[config.mk]
export PLATFORM = sky130hd
export DESIGN_NAME = sorted_insert_priority_queue_unit
export DESIGN_NICKNAME = d
export VERILOG_FILES = /design/src/rtl/sipq_pkg.sv /design/src/rtl/sipq_cell.sv /design/src/rtl/sorted_insert_priority_queue_unit.sv
export VERILOG_INCLUDE_DIRS = /design/src /design/src/rtl
export SDC_FILE = /design/constraint.sdc
export NUM_CORES = 1
export LEC_CHECK = 0
export ABC_AREA = 1
export BUFFER_PORTS_ARGS = -buffer_cell sky130_fd_sc_hd__buf_2
export CAP_MARGIN = 10
export CORE_UTILIZATION = 40
export CTS_BUF_LIST = sky130_fd_sc_hd__clkbuf_4 sky130_fd_sc_hd__clkbuf_8
export DETAILED_ROUTE_END_ITERATION = 12
export SYNTH_ARGS = -nofsm -noshare
export SYNTH_HDL_FRONTEND = slang
export SYNTH_SLANG_ARGS = --single-unit
[constraint.sdc]
create_clock -name clk -period 7.6 [get_ports clk]
set_clock_uncertainty 0.1 [all_clocks]
set_input_delay 2.28 -clock clk [delete_from_list [all_inputs] [get_ports clk]]
set_output_delay 2.28 -clock clk [all_outputs]
set_load 0.02 [all_outputs]
[src/rtl/assert_macros.svh]
// Assertion helpers used by the queue's top-level RTL file.
// Each macro takes a label, a clock, a reset, a trigger and a consequence.
`ifndef ASSERT_MACROS_SVH
`define ASSERT_MACROS_SVH

// consequence holds in the same cycle as the trigger
`define ASSERT_SAME(label, clk, rst, trig, cons) \
  label: assert property (@(posedge clk) disable iff (rst) (trig) |-> (cons)) \
    else $error("assertion failed: same-cycle check");

// consequence holds in the cycle after the trigger
`define ASSERT_NEXT(label, clk, rst, trig, cons) \
  label: assert property (@(posedge clk) disable iff (rst) (trig) |=> (cons)) \
    else $error("assertion failed: next-cycle check");

`endif

[src/rtl/sipq_pkg.sv]
// ----------------------------------------------------------------------------
// sipq_pkg
// Shared types and constants of the sorted-insert priority queue.
// ----------------------------------------------------------------------------
`default_nettype none

package sipq_pkg;

  localparam int CAPACITY = 16;
  localparam int CNT_W    = $clog2(CAPACITY + 1);
  localparam int PRIO_W   = 8;
  localparam int CHAR_W   = 8;
  localparam int COUNT_W  = 5;
  localparam int STATUS_W = 2;

  localparam logic OP_INSERT = 1'b0;
  localparam logic OP_REMOVE = 1'b1;

  localparam logic [STATUS_W-1:0] STATUS_DONE       = 2'd0;
  localparam logic [STATUS_W-1:0] STATUS_INS_FULL   = 2'd1;
  localparam logic [STATUS_W-1:0] STATUS_REM_EMPTY  = 2'd2;

  typedef struct packed {
    logic [PRIO_W-1:0] prio;
    logic [CHAR_W-1:0] chr;
  } entry_t;

  // broadcast to every cell of the chain
  typedef struct packed {
    logic   ins;
    logic   rem;
    entry_t new_entry;
  } cell_ctl_t;

endpackage

`default_nettype wire

[src/rtl/sipq_cell.sv]
// ----------------------------------------------------------------------------
// sipq_cell
// One slot of the sorted chain: shifts right on insert, left on remove.
// ----------------------------------------------------------------------------
`default_nettype none

module sipq_cell (
  input  wire logic               clk,
  input  wire sipq_pkg::cell_ctl_t ctl,
  input  wire logic               occ,          // slot holds a live entry
  input  wire logic               left_place,   // left neighbor takes the new entry or shifts
  input  wire sipq_pkg::entry_t   left_entry,
  input  wire sipq_pkg::entry_t   right_entry,
  output logic                    place,
  output sipq_pkg::entry_t        entry
);

  sipq_pkg::entry_t entry_next;

  // sorted chain: place is a thermometer, true from the insert slot onward
  assign place = !occ || (entry.prio > ctl.new_entry.prio);

  always_comb begin
    entry_next = entry;
    priority if (ctl.rem) begin
      entry_next = right_entry;
    end else if (ctl.ins) begin
      if (left_place) begin
        entry_next = left_entry;
      end else if (place) begin
        entry_next = ctl.new_entry;
      end
    end
  end

  always_ff @(posedge clk) begin
    entry <= entry_next;
  end

endmodule

`default_nettype wire

[src/rtl/sorted_insert_priority_queue_unit.sv]
// ----------------------------------------------------------------------------
// sorted_insert_priority_queue_unit
// Bounded priority queue held as a sorted chain of cells, head at cell 0.
// ----------------------------------------------------------------------------
//
//  channel | handshake           | payload
//  --------+---------------------+------------------------------------------
//  in      | in_valid / in_ready | op, new_prio, new_char
//  out     | out_valid/out_ready | out_prio, out_char, status, count,
//          |                     | is_empty, is_full
//
// One item per cycle unless the output stalls: every cell compares against the
// new priority in parallel, so an insert or remove finishes in the cycle it is accepted.
// The result sits in one output register, visible the cycle after accept.
// in_ready is high out of reset whenever that register is empty or being drained.
// Reset clears the count and the output valid; cell contents stay undefined.
// A stalled output holds the result and blocks further input items.
// ----------------------------------------------------------------------------
`default_nettype none
`include "assert_macros.svh"

module sorted_insert_priority_queue_unit (
  input  wire logic                          clk,
  input  wire logic                          rst,
  input  wire logic                          in_valid,
  output logic                               in_ready,
  input  wire logic                          op,
  input  wire logic [sipq_pkg::PRIO_W-1:0]   new_prio,
  input  wire logic [sipq_pkg::CHAR_W-1:0]   new_char,
  output logic                               out_valid,
  input  wire logic                          out_ready,
  output logic [sipq_pkg::PRIO_W-1:0]        out_prio,
  output logic [sipq_pkg::CHAR_W-1:0]        out_char,
  output logic [sipq_pkg::STATUS_W-1:0]      status,
  output logic [sipq_pkg::COUNT_W-1:0]       count,
  output logic                               is_empty,
  output logic                               is_full
);

  localparam int N = sipq_pkg::CAPACITY;

  // occupancy count of the chain
  logic [sipq_pkg::CNT_W-1:0] cnt;
  logic [sipq_pkg::CNT_W-1:0] cnt_next;

  logic                 accept;
  logic                 full_now;
  logic                 empty_now;
  logic                 do_ins;
  logic                 do_rem;
  sipq_pkg::cell_ctl_t  ctl;

  logic [N-1:0]         occ;
  logic [N-1:0]         place;
  sipq_pkg::entry_t     cell_entry [N];
  sipq_pkg::entry_t     head;

  // no item is taken while reset is held
  assign in_ready  = !rst && (!out_valid || out_ready);
  assign accept    = in_valid && in_ready;
  assign full_now  = (cnt == sipq_pkg::CNT_W'(N));
  assign empty_now = (cnt == '0);
  assign do_ins    = accept && (op == sipq_pkg::OP_INSERT) && !full_now;
  assign do_rem    = accept && (op == sipq_pkg::OP_REMOVE) && !empty_now;

  assign ctl.ins            = do_ins;
  assign ctl.rem            = do_rem;
  assign ctl.new_entry.prio = new_prio;
  assign ctl.new_entry.chr  = new_char;

  assign head = cell_entry[0];

  // ---- the chain ----
  for (genvar i = 0; i < N; i++) begin : g_cell
    sipq_pkg::entry_t left_e;
    sipq_pkg::entry_t right_e;
    logic             left_p;

    assign occ[i] = (sipq_pkg::CNT_W'(i) < cnt);

    if (i == 0) begin : g_first
      assign left_e = '0;
      assign left_p = 1'b0;
    end else begin : g_mid
      assign left_e = cell_entry[i-1];
      assign left_p = place[i-1];
    end

    if (i == N - 1) begin : g_last
      assign right_e = '0;
    end else begin : g_inner
      assign right_e = cell_entry[i+1];
    end

    sipq_cell u_cell (
      .clk         (clk),
      .ctl         (ctl),
      .occ         (occ[i]),
      .left_place  (left_p),
      .left_entry  (left_e),
      .right_entry (right_e),
      .place       (place[i]),
      .entry       (cell_entry[i])
    );
  end

  // ---- count ----
  always_comb begin
    cnt_next = cnt;
    priority if (do_ins) begin
      cnt_next = cnt + 1'b1;
    end else if (do_rem) begin
      cnt_next = cnt - 1'b1;
    end
  end

  always_ff @(posedge clk) begin
    if (rst) begin
      cnt <= '0;
    end else begin
      cnt <= cnt_next;
    end
  end

  // ---- output register ----
  always_ff @(posedge clk) begin
    if (rst) begin
      out_valid <= 1'b0;
    end else if (accept) begin
      out_valid <= 1'b1;
    end else if (out_ready) begin
      out_valid <= 1'b0;
    end
  end

  always_ff @(posedge clk) begin
    if (accept) begin
      out_prio <= do_rem ? head.prio : '0;
      out_char <= do_rem ? head.chr  : '0;
      priority if ((op == sipq_pkg::OP_INSERT) && full_now) begin
        status <= sipq_pkg::STATUS_INS_FULL;
      end else if ((op == sipq_pkg::OP_REMOVE) && empty_now) begin
        status <= sipq_pkg::STATUS_REM_EMPTY;
      end else begin
        status <= sipq_pkg::STATUS_DONE;
      end
      count    <= sipq_pkg::COUNT_W'(cnt_next);
      is_empty <= (cnt_next == '0);
      is_full  <= (cnt_next == sipq_pkg::CNT_W'(N));
    end
  end

  // ---- checks ----
  `ASSERT_SAME(a_cnt_bound, clk, rst, 1'b1, cnt <= sipq_pkg::CNT_W'(N))
  `ASSERT_NEXT(a_ins_grows, clk, rst, do_ins, cnt == $past(cnt) + 1'b1)
  `ASSERT_NEXT(a_rem_head, clk, rst, do_rem,
               out_prio == $past(head.prio) && out_char == $past(head.chr))
  `ASSERT_SAME(a_full_status, clk, rst,
               out_valid && status == sipq_pkg::STATUS_INS_FULL, is_full)

endmodule

`default_nettype wire

==> run metrics, run 1 <==
layout net count 2592; status completed; Seq/Total Area, Yosys 0.448; Avg WL per Cell 18.6 um; Chip Width 219 um; layout cells sized above 1 0.0730; PwrDens 223 nW/um^2; Power, Total 4.57 mW; total setup buffers inserted after CTS 0; setup TNS 0 ps; Crit path max-delay family simple AND/OR/NAND/NOR gates; Fmax 174 MHz; via/cell ratio 5.40; Hold WC Path Type reg2reg; Core Region 45800 um^2; H-tree depth 2; Core Rows 78; CP arrival 5850 ps; max-cap violation count 0; DR DRC count 0; I/O Buffers 47; initial DRC count 1535; CP max stage cell inv_1; Critical Path Sink Type flip-flop; Placed Area 19400 um^2; number of global-route vias before repair 16134; Synth Warn # 0; CTS sink count 287; Syn Inst Count 2439; first-pass GRT wire length 88700 um; CP peak stage delay 800 ps; fin worst setup slack 1870 ps; EDFF count, synth 265; crit path max fanout 21; crit path kind in2reg; GRT Total Usage 0.241; crit start category primary input; Final Max Slew Viols 0; Worst-path clk slew 60 ps; Antenna Nets Post-Route 0; CTS Hold Bufs 0; most frequent cells in the layout 785 x nand2_1, 484 x nand3_1, 308 x inv_1; Hold Crit Depth 4; final hold vios 0; die area 47700 um^2; Vias 16634; Final Critical Period 5730 ps; Layout area overhead 9.22%; asr flop ratio synth 0; Yosys top cell area share 0.424; area leader, netlist edfxtp_1; drt first pass iters 6; synth top area cells edfxtp_1 42%, nand2_1 16%, nand3_1 13%; setup violators final 0; static leakage 9.90 nW; Buf/Inv on CP 2; RSZ-0062 raised after global routing false; CTS tree yes; slew at the pin closest to its max-slew limit 1230 ps; Synth Flop Type edfxtp_1; clock latency on the worst-skew pair 660 ps; root buffer selected by CTS clkbuf_8; multi-input logic area 8600 um^2; fillers 4588; GRT overflow 0; CTS Buffer Depth 3; period utilization 0.754; Placer Congestion 0.879; Die Y 219 um; R2R depth 9; R2R Setup Slk 3980 ps; largest net degree at the start of global routing 242; Ports 48; post-synth cell types 32; total stage count of the critical path 11; Mapped Avg Cell Area 7.69 um^2; commonest non-fill, non-tap cell in the layout nand2_1; dpl ws 1260 ps; Register Area 8400 um^2; CTS resizes 0; initial antenna violation count 2; Routed WL 57400 um; syn_nets 2592; Mapped Area 18800 um^2; final instance area 20500 um^2; worst rel slew slack 0.176; worst path required time 7720 ps; DP HPWL 39400 um; most used cell, CP nand2_1; crit path cell chain buf_2, inv_1, ha_1, a21oi_1, o21ai_0, nand2_1, nand3_1, nand2_1, nand2_1, o21ai_0, nand2_1; Yosys reg bits 287; CTS buffer count 52; Initial Util 0.410; Peak VDD IR 0.000145 V
metrics by stage:
| step | utilization | cells | hold WS [ps] |
|---|---|---|---|
| 6_report | 0.447 | 3080 | 415 |
| 5_1_grt | 0.447 | 3079 | 452 |
| 4_1_cts | 0.447 | 3078 | 417 |
| 3_5_place_dp | 0.423 | 2984 | 406 |
| 3_3_place_gp | 0.423 | 2984 | 396 |
| 2_1_floorplan | - | 2439 | 389 |
layout make-up:
class | count | area share
Multi-Input combinational cell | 1711 | 0.420
Tap cell | 600 | 0.0367
Sequential cell | 287 | 0.410
Antenna cell | 1 | 0.000122
Clock buffer | 70 | 0.0428
Clock inverter | 24 | 0.0109
Inverter | 316 | 0.0579
Timing Repair Buffer | 71 | 0.0215
cells by family after synthesis:
family / after synthesis / share of synthesized area
and+or+nand+nor: 1401 / 0.318
buffers and inverters: 441 / 0.0941
DFF: 287 / 0.448
AOI/OAI and AO/OA: 174 / 0.0496
adders and majority gates: 132 / 0.0881
xor gates and xnor gates: 4 / 0.00187
cells in the mapped netlist (all sizes together), types with 2 or more instances:
master,n
nor2,101
clkbuf,62
o21a,5
a21oi,61
inv,314
clkinv,2
buf,63
o21ai,106
xor2,4
nand3b,4
nand4,17
nand2,792
nor3,2
dfxtp,22
edfxtp,265
nand3,485
ha,132
metal layers:
metal	wire length [um]	vias up	share of wire	GRT usage
met1	25000	7851	0.44	0.321
met5	0	-	0	0
li1	-	8044	-	-
met4	1540	0	0.027	0.0832
met3	4040	120	0.070	0.0387
met2	26900	619	0.47	0.394
final timing paths:
check                                                              from                                      end
worst max-delay path                                        new_prio[1]      g_cell[6].u_cell.entry[7]$_DFFE_PP_
worst max register to register                        cnt[4]$_SDFF_PP0_      g_cell[5].u_cell.entry[7]$_DFFE_PP_
worst min register to register  g_cell[15].u_cell.entry[3]$_SDFFE_PP0P_  g_cell[15].u_cell.entry[3]$_SDFFE_PP0P_
worst min-delay path            g_cell[15].u_cell.entry[3]$_SDFFE_PP0P_  g_cell[15].u_cell.entry[3]$_SDFFE_PP0P_
worst min-delay path: cells and delay by family (launching register included):
kind          cells  cell delay (ps)
flops             1              310
buf+inv           1               50
simple gates      3              120
power breakdown:
part,internal [mW],switching (mW)
logic,0.272,0.635
clock network,0.887,0.697
registers,1.96,0.119
registers in the layout, indices dropped and copies added (netlist names):
register             count
out_valid                1
out_char                 8
status                   2
out_prio                 8
g_cell.u_cell.entry    256
is_full                  1
count                    5
is_empty                 1
cnt                      5
Power figures use the tool's default switching activity.
==> inputs of run 2 (changes only) <==
==> constraint.sdc (replaced) <==
create_clock -name clk -period 5.3 [get_ports clk]
set_clock_uncertainty 0.1 [all_clocks]
set_input_delay 1.59 -clock clk [delete_from_list [all_inputs] [get_ports clk]]
set_output_delay 1.59 -clock clk [all_outputs]
set_load 0.02 [all_outputs]
==> run 2 against run 1 <==
Cell count increased by 0.55%. Worst hold slack got worse by 5.7 ps. Sequential share of layout area decreased by 0.16 points. Wire length decreased by 1.2%. Global-route usage about the same. Core utilization increased by 0.17 points.
==> run metrics, run 2 (synthesis gave the netlist of run 1 again) <==
status completed; GRT Total Usage 0.241; Chip Width 219 um; clock latency on the worst-skew pair 650 ps; Vias 16668; commonest non-fill, non-tap cell in the layout nand2_1; largest net degree at the start of global routing 198; Critical Path Sink Type flip-flop; R2R depth 7; Core Region 45800 um^2; CTS resizes 0; CTS Buffer Depth 3; drt first pass iters 8; Top reg by flops g_cell.u_cell.entry; Final Critical Period 3930 ps; worst rel slew slack 0.137; Die Y 219 um; initial antenna violation count 3; final hold vios 0; Avg WL per Cell 18.3 um; CTS tree yes; total setup buffers inserted after CTS 0; first-pass GRT wire length 89700 um; RSZ-0062 raised after global routing false; Fmax 254 MHz; Critical path destination g_cell[14].u_cell.entry[6]$_DFFE_PP_; die area 47700 um^2; Worst-path clk slew 60 ps; CTS Hold Bufs 0; number of global-route vias before repair 16323; CP arrival 4330 ps; period utilization 0.742; Power, Total 6.35 mW; top flop regs g_cell.u_cell.entry x256, out_char x8, out_prio x8; non-filler instance count after layout 3097; layout net count 2611; worst hold slack 409 ps; Ports 48; GRT overflow 0; R2R Setup Slk 1740 ps; I/O Buffers 47; Placer Congestion 0.862; Final Max Slew Viols 0; DP HPWL 38900 um; root buffer selected by CTS clkbuf_8; Placed Area 19600 um^2; Antenna Nets Post-Route 0; CTS sink count 287; H-tree depth 2; crit path max fanout 31; slew at the pin closest to its max-slew limit 1290 ps; max reg flops 256; static leakage 9.96 nW; R2R Path Start cnt[2]$_SDFF_PP0_; Initial Util 0.410; crit path kind in2reg; max-cap violation count 0; initial DRC count 1428; DR DRC count 0; CP Launch Point new_prio[7]; worst path required time 5700 ps; Placed Instances 3006; final instance area 20600 um^2; setup violators final 0; most frequent cells in the layout 785 x nand2_1, 484 x nand3_1, 308 x inv_1; R2R Path End g_cell[10].u_cell.entry[4]$_DFFE_PP_; setup TNS 0 ps; layout cells sized above 1 0.0802; dpl ws 795 ps; Core Rows 78; Hold WC Path Type reg2reg; via/cell ratio 5.38; final core utilization 0.449; PwrDens 309 nW/um^2; fin worst setup slack 1370 ps; Layout area overhead 9.64%; Routed WL 56800 um; Peak VDD IR 0.000187 V; crit start category primary input; CTS buffer count 50; Hold Crit Depth 4
run 2: how the worst min path moves through the flow:
stage / from / end / slack [ps]
2_1_floorplan: g_cell[15].u_cell.entry[0]$_SDFFE_PP0P_ / g_cell[15].u_cell.entry[0]$_SDFFE_PP0P_ / 390
3_3_place_gp: g_cell[15].u_cell.entry[0]$_SDFFE_PP0P_ / g_cell[15].u_cell.entry[0]$_SDFFE_PP0P_ / 400
3_5_place_dp: g_cell[15].u_cell.entry[6]$_SDFFE_PP0P_ / g_cell[15].u_cell.entry[6]$_SDFFE_PP0P_ / 410
4_1_cts: g_cell[15].u_cell.entry[6]$_SDFFE_PP0P_ / g_cell[15].u_cell.entry[6]$_SDFFE_PP0P_ / 420
5_1_grt: g_cell[15].u_cell.entry[3]$_SDFFE_PP0P_ / g_cell[14].u_cell.entry[3]$_DFFE_PP_ / 450
6_report: g_cell[15].u_cell.entry[6]$_SDFFE_PP0P_ / g_cell[15].u_cell.entry[6]$_SDFFE_PP0P_ / 410
run 2: critical path, stage by stage:
cell and delay [ps]:
buf_2 110, inv_1 50, buf_4 390, ha_1 320
nand2_1 100, nor2_1 50, nor2_1 80, nand3_1 80
nand2_1 540, nand2_1 550, nand2_1 250, nand3_1 90
nand2_1 100
run 2: metal layers:
metal  wire length [um]  global-route usage  part of all wire
met4               1530              0.0821             0.027
met5                  0                   0                 0
met1              25000               0.329              0.44
met2              26300               0.389              0.46
met3               3870              0.0337             0.068
run 2: final cells by class:
type	count	area, um^2
Fill cell	4628	25200
Multi-Input combinational cell	1711	8600
Sequential cell	287	8400
Inverter	316	1190
Clock buffer	73	867
Tap cell	600	751
Timing Repair Buffer	92	661
Clock inverter	16	88.8
Antenna cell	2	5.00
run 2: where the power goes:
group          switching, mW  leakage, nW  internal, mW
clock                  0.982        0.521          1.05
sequential             0.159         2.66          2.81
combinational          0.925         6.78         0.422
==> inputs of run 3 (changes only) <==
--- a/config.mk
+++ b/config.mk
@@ -6,7 +6,7 @@
 export SDC_FILE = /design/constraint.sdc
 export NUM_CORES = 1
 export LEC_CHECK = 0
-export ABC_AREA = 1
+export ABC_AREA = 0
 export BUFFER_PORTS_ARGS = -buffer_cell sky130_fd_sc_hd__buf_2
 export CAP_MARGIN = 10
 export CORE_UTILIZATION = 40
==> constraint.sdc (replaced) <==
create_clock -name clk -period 3.98 [get_ports clk]
set_clock_uncertainty 0.1 [all_clocks]
set_input_delay 1.194 -clock clk [delete_from_list [all_inputs] [get_ports clk]]
set_output_delay 1.194 -clock clk [all_outputs]
set_load 0.02 [all_outputs]
==> run 3 against run 2 <==
Setup slack worse by 510 ps. Area after synthesis down 8.2%. Sequential power up 22%. Die area down 8.2%. First-iteration DRC count down 16%. Flip-flop and latch count unchanged. Synthesized cell count down 26%. Cell count down 21%. Core utilization up 1.1 points. Via count down 16%. Sequential share of layout area up 2.3 points. Largest cell class is now sequential cells.
==> run metrics, run 3 <==
status completed; syn_nets 1952; Final Max Slew Viols 0; Hold WC Path Type reg2reg; via/cell ratio 5.71; max-cap violation count 0; most common cell in the netlist a21oi_1; initial DRC count 1198; asr flop ratio synth 0; Seq pwr share 0.481; GRT overflow 0; slew at the pin closest to its max-slew limit 797 ps; CTS Buffer Depth 3; Crit path max-delay family buffers and inverters; Top reg by flops g_cell.u_cell.entry; Int Power 5.51 mW; met2 WL 23000 um; metal3 WL 3310 um; Initial Util 0.407; CTS sink count 287; EDFF count, synth 265; worst hold start g_cell[15].u_cell.entry[8]$_SDFFE_PP0P_; Core Region 42200 um^2; worst path required time 4250 ps; sw frac 0.267; Yosys reg bits 287; non-filler instance count after layout 2448; CTS Hold Bufs 0; R2R Path Start cnt[1]$_SDFF_PP0_; max reg flops 256; crit path cell chain buf_2, inv_1, buf_4, ha_1, nand4_1, nor2_1, a21oi_1, a211oi_4, buf_4, mux2i_1, a21oi_1; Syn Inst Count 1799; Core Rows 75; Ports 48; Avg WL per Cell 20.5 um; period utilization 0.785; Seq/Total Area, Yosys 0.488; area leader, netlist edfxtp_1; Critical Path Sink Type flip-flop; Antenna Nets Post-Route 0; Endpoint, Worst Hold g_cell[15].u_cell.entry[8]$_SDFFE_PP0P_; R2R Setup Slk 1060 ps; first-pass GRT wire length 78400 um; post-synth cell types 53; Routed WL 50300 um; crit path max fanout 8; Peak VDD IR 0.000219 V; crit path kind in2reg; root buffer selected by CTS clkbuf_8; Mapped Avg Cell Area 9.56 um^2; setup violators final 0; initial antenna violation count 3; die area 43900 um^2; largest net degree at the start of global routing 73; met1 WL 22500 um; I/O Buffers 47; setup TNS 0 ps; CP arrival 3400 ps; number of global-route vias before repair 13857; crit start category primary input; CTS resizes 0; Max Used Layer met5; most frequent cells after synthesis 379 x a21oi_1, 265 x edfxtp_1, 264 x nand2_1; Placer Congestion 0.879; commonest non-fill, non-tap cell in the layout a21oi_1; drt first pass iters 5; total stage count of the critical path 11; CP max stage cell a211oi_4; Final Critical Period 3130 ps; Gate power share 0.126; CTS tree yes; DP HPWL 35500 um; Chip Width 209 um; clock group share of total power 0.393; GRT Total Usage 0.229; clock latency on the worst-skew pair 630 ps; Hold Crit Depth 2; DR DRC count 0; CP peak stage delay 420 ps; Switch Pwr 2.01 mW; most frequent cells in the layout 378 x a21oi_1, 265 x edfxtp_1, 264 x nand2_1; PwrDens 387 nW/um^2; Fmax 320 MHz; Buf/Inv on CP 4; Yosys top cell area share 0.462; Synth Flop Type edfxtp_1; Mapped Area 17200 um^2; top flop regs g_cell.u_cell.entry x256, out_char x8, out_prio x8; final hold vios 0; CP Launch Point new_prio[7]; Layout area overhead 13.0%; Placed Instances 2353; R2R Path End g_cell[5].u_cell.entry[1]$_DFFE_PP_; Die Y 209 um; Synth Warn # 0; layout net count 2020; RSZ-0062 raised after global routing false; synth top area cells edfxtp_1 46%, a21oi_1 11%, ha_1 9.6%; layout cells sized above 1 0.124; Ant. Diodes 0; Vias 13976; Worst-path clk slew 60 ps; CTS buffer count 51; H-tree depth 2; final core utilization 0.460; R2R depth 7; worst rel slew slack 0.469; total setup buffers inserted after CTS 0; static leakage 8.02 nW
[run 3: cell types whose count changed after synthesis, sizes merged, moves of 14 or more]
| cell | previous run | this run |
|---|---|---|
| a21o | 1 | 21 |
| a21oi | 61 | 381 |
| and2 | 0 | 17 |
| inv | 314 | 35 |
| mux2i | 0 | 112 |
| nand2 | 792 | 264 |
| nand3 | 485 | 20 |
| nor2 | 101 | 203 |
| o211ai | 0 | 14 |
| o21ai | 106 | 77 |
[run 3: kinds of logic after synthesis]
logic type | share of synthesized area
multiplexers | 0.0652
buffers and inverters | 0.0426
XOR/XNOR | 0.00204
AND/OR/NAND/NOR | 0.143
flip-flops | 0.488
AO/OA/AOI/OAI | 0.163
adder cells (fa/ha/maj) | 0.0960
[run 3: tightest hold or removal path: stages (launching register included)]
cell     delay (ps)
dfxtp_1         310
nand2_1          50
mux2i_1          50
[run 3: how the worst max path moves through the flow]
| stage | to | slack (ps) |
|---|---|---|
| floorplan | g_cell[12].u_cell.entry[0]$_DFFE_PP_ | 30 |
| global placement | g_cell[1].u_cell.entry[0]$_DFFE_PP_ | 320 |
| detailed placement | g_cell[1].u_cell.entry[0]$_DFFE_PP_ | 250 |
| CTS | g_cell[1].u_cell.entry[0]$_DFFE_PP_ | 920 |
| global route | g_cell[4].u_cell.entry[2]$_DFFE_PP_ | 730 |
| finish | g_cell[1].u_cell.entry[0]$_DFFE_PP_ | 850 |
[run 3: cell type report]
class,count,area (um^2)
repair buffers,140,1050
clock inverters,33,280
fillers,4007,22800
well taps,539,674
clock buffers,62,797
inverters,35,131
flip-flops and latches,287,8400
multi-input cells,1352,8120
[run 3: metrics by stage]
stage / power, mW / cell area (um^2) / hold WS [ps] / setup WS (ps)
global route: 7.83 / 19400 / 388 / 726
global placement: 4.58 / 18400 / 347 / 321
finish: 7.52 / 19400 / 364 / 855
detailed placement: 4.62 / 18400 / 359 / 250
floorplan: 4.26 / 17200 / 338 / 32.1
CTS: 7.58 / 19400 / 364 / 921
[run 3: power by group through the flow]
stage / combinational, mW / sequential (mW) / clock [mW]
4_1_cts: 0.947 / 3.62 / 3.01
6_report: 0.951 / 3.62 / 2.95
2_1_floorplan: 0.621 / 3.64 / 0
3_5_place_dp: 0.943 / 3.68 / 0
3_3_place_gp: 0.908 / 3.68 / 0
5_1_grt: 1.06 / 3.63 / 3.14
[run 3: layer usage]
layer  global-route usage  up-vias
met4               0.0849        6
met1                0.315     6737
li1                     -     6632
met3               0.0365       90
met2                0.364      511
met5                    0        -
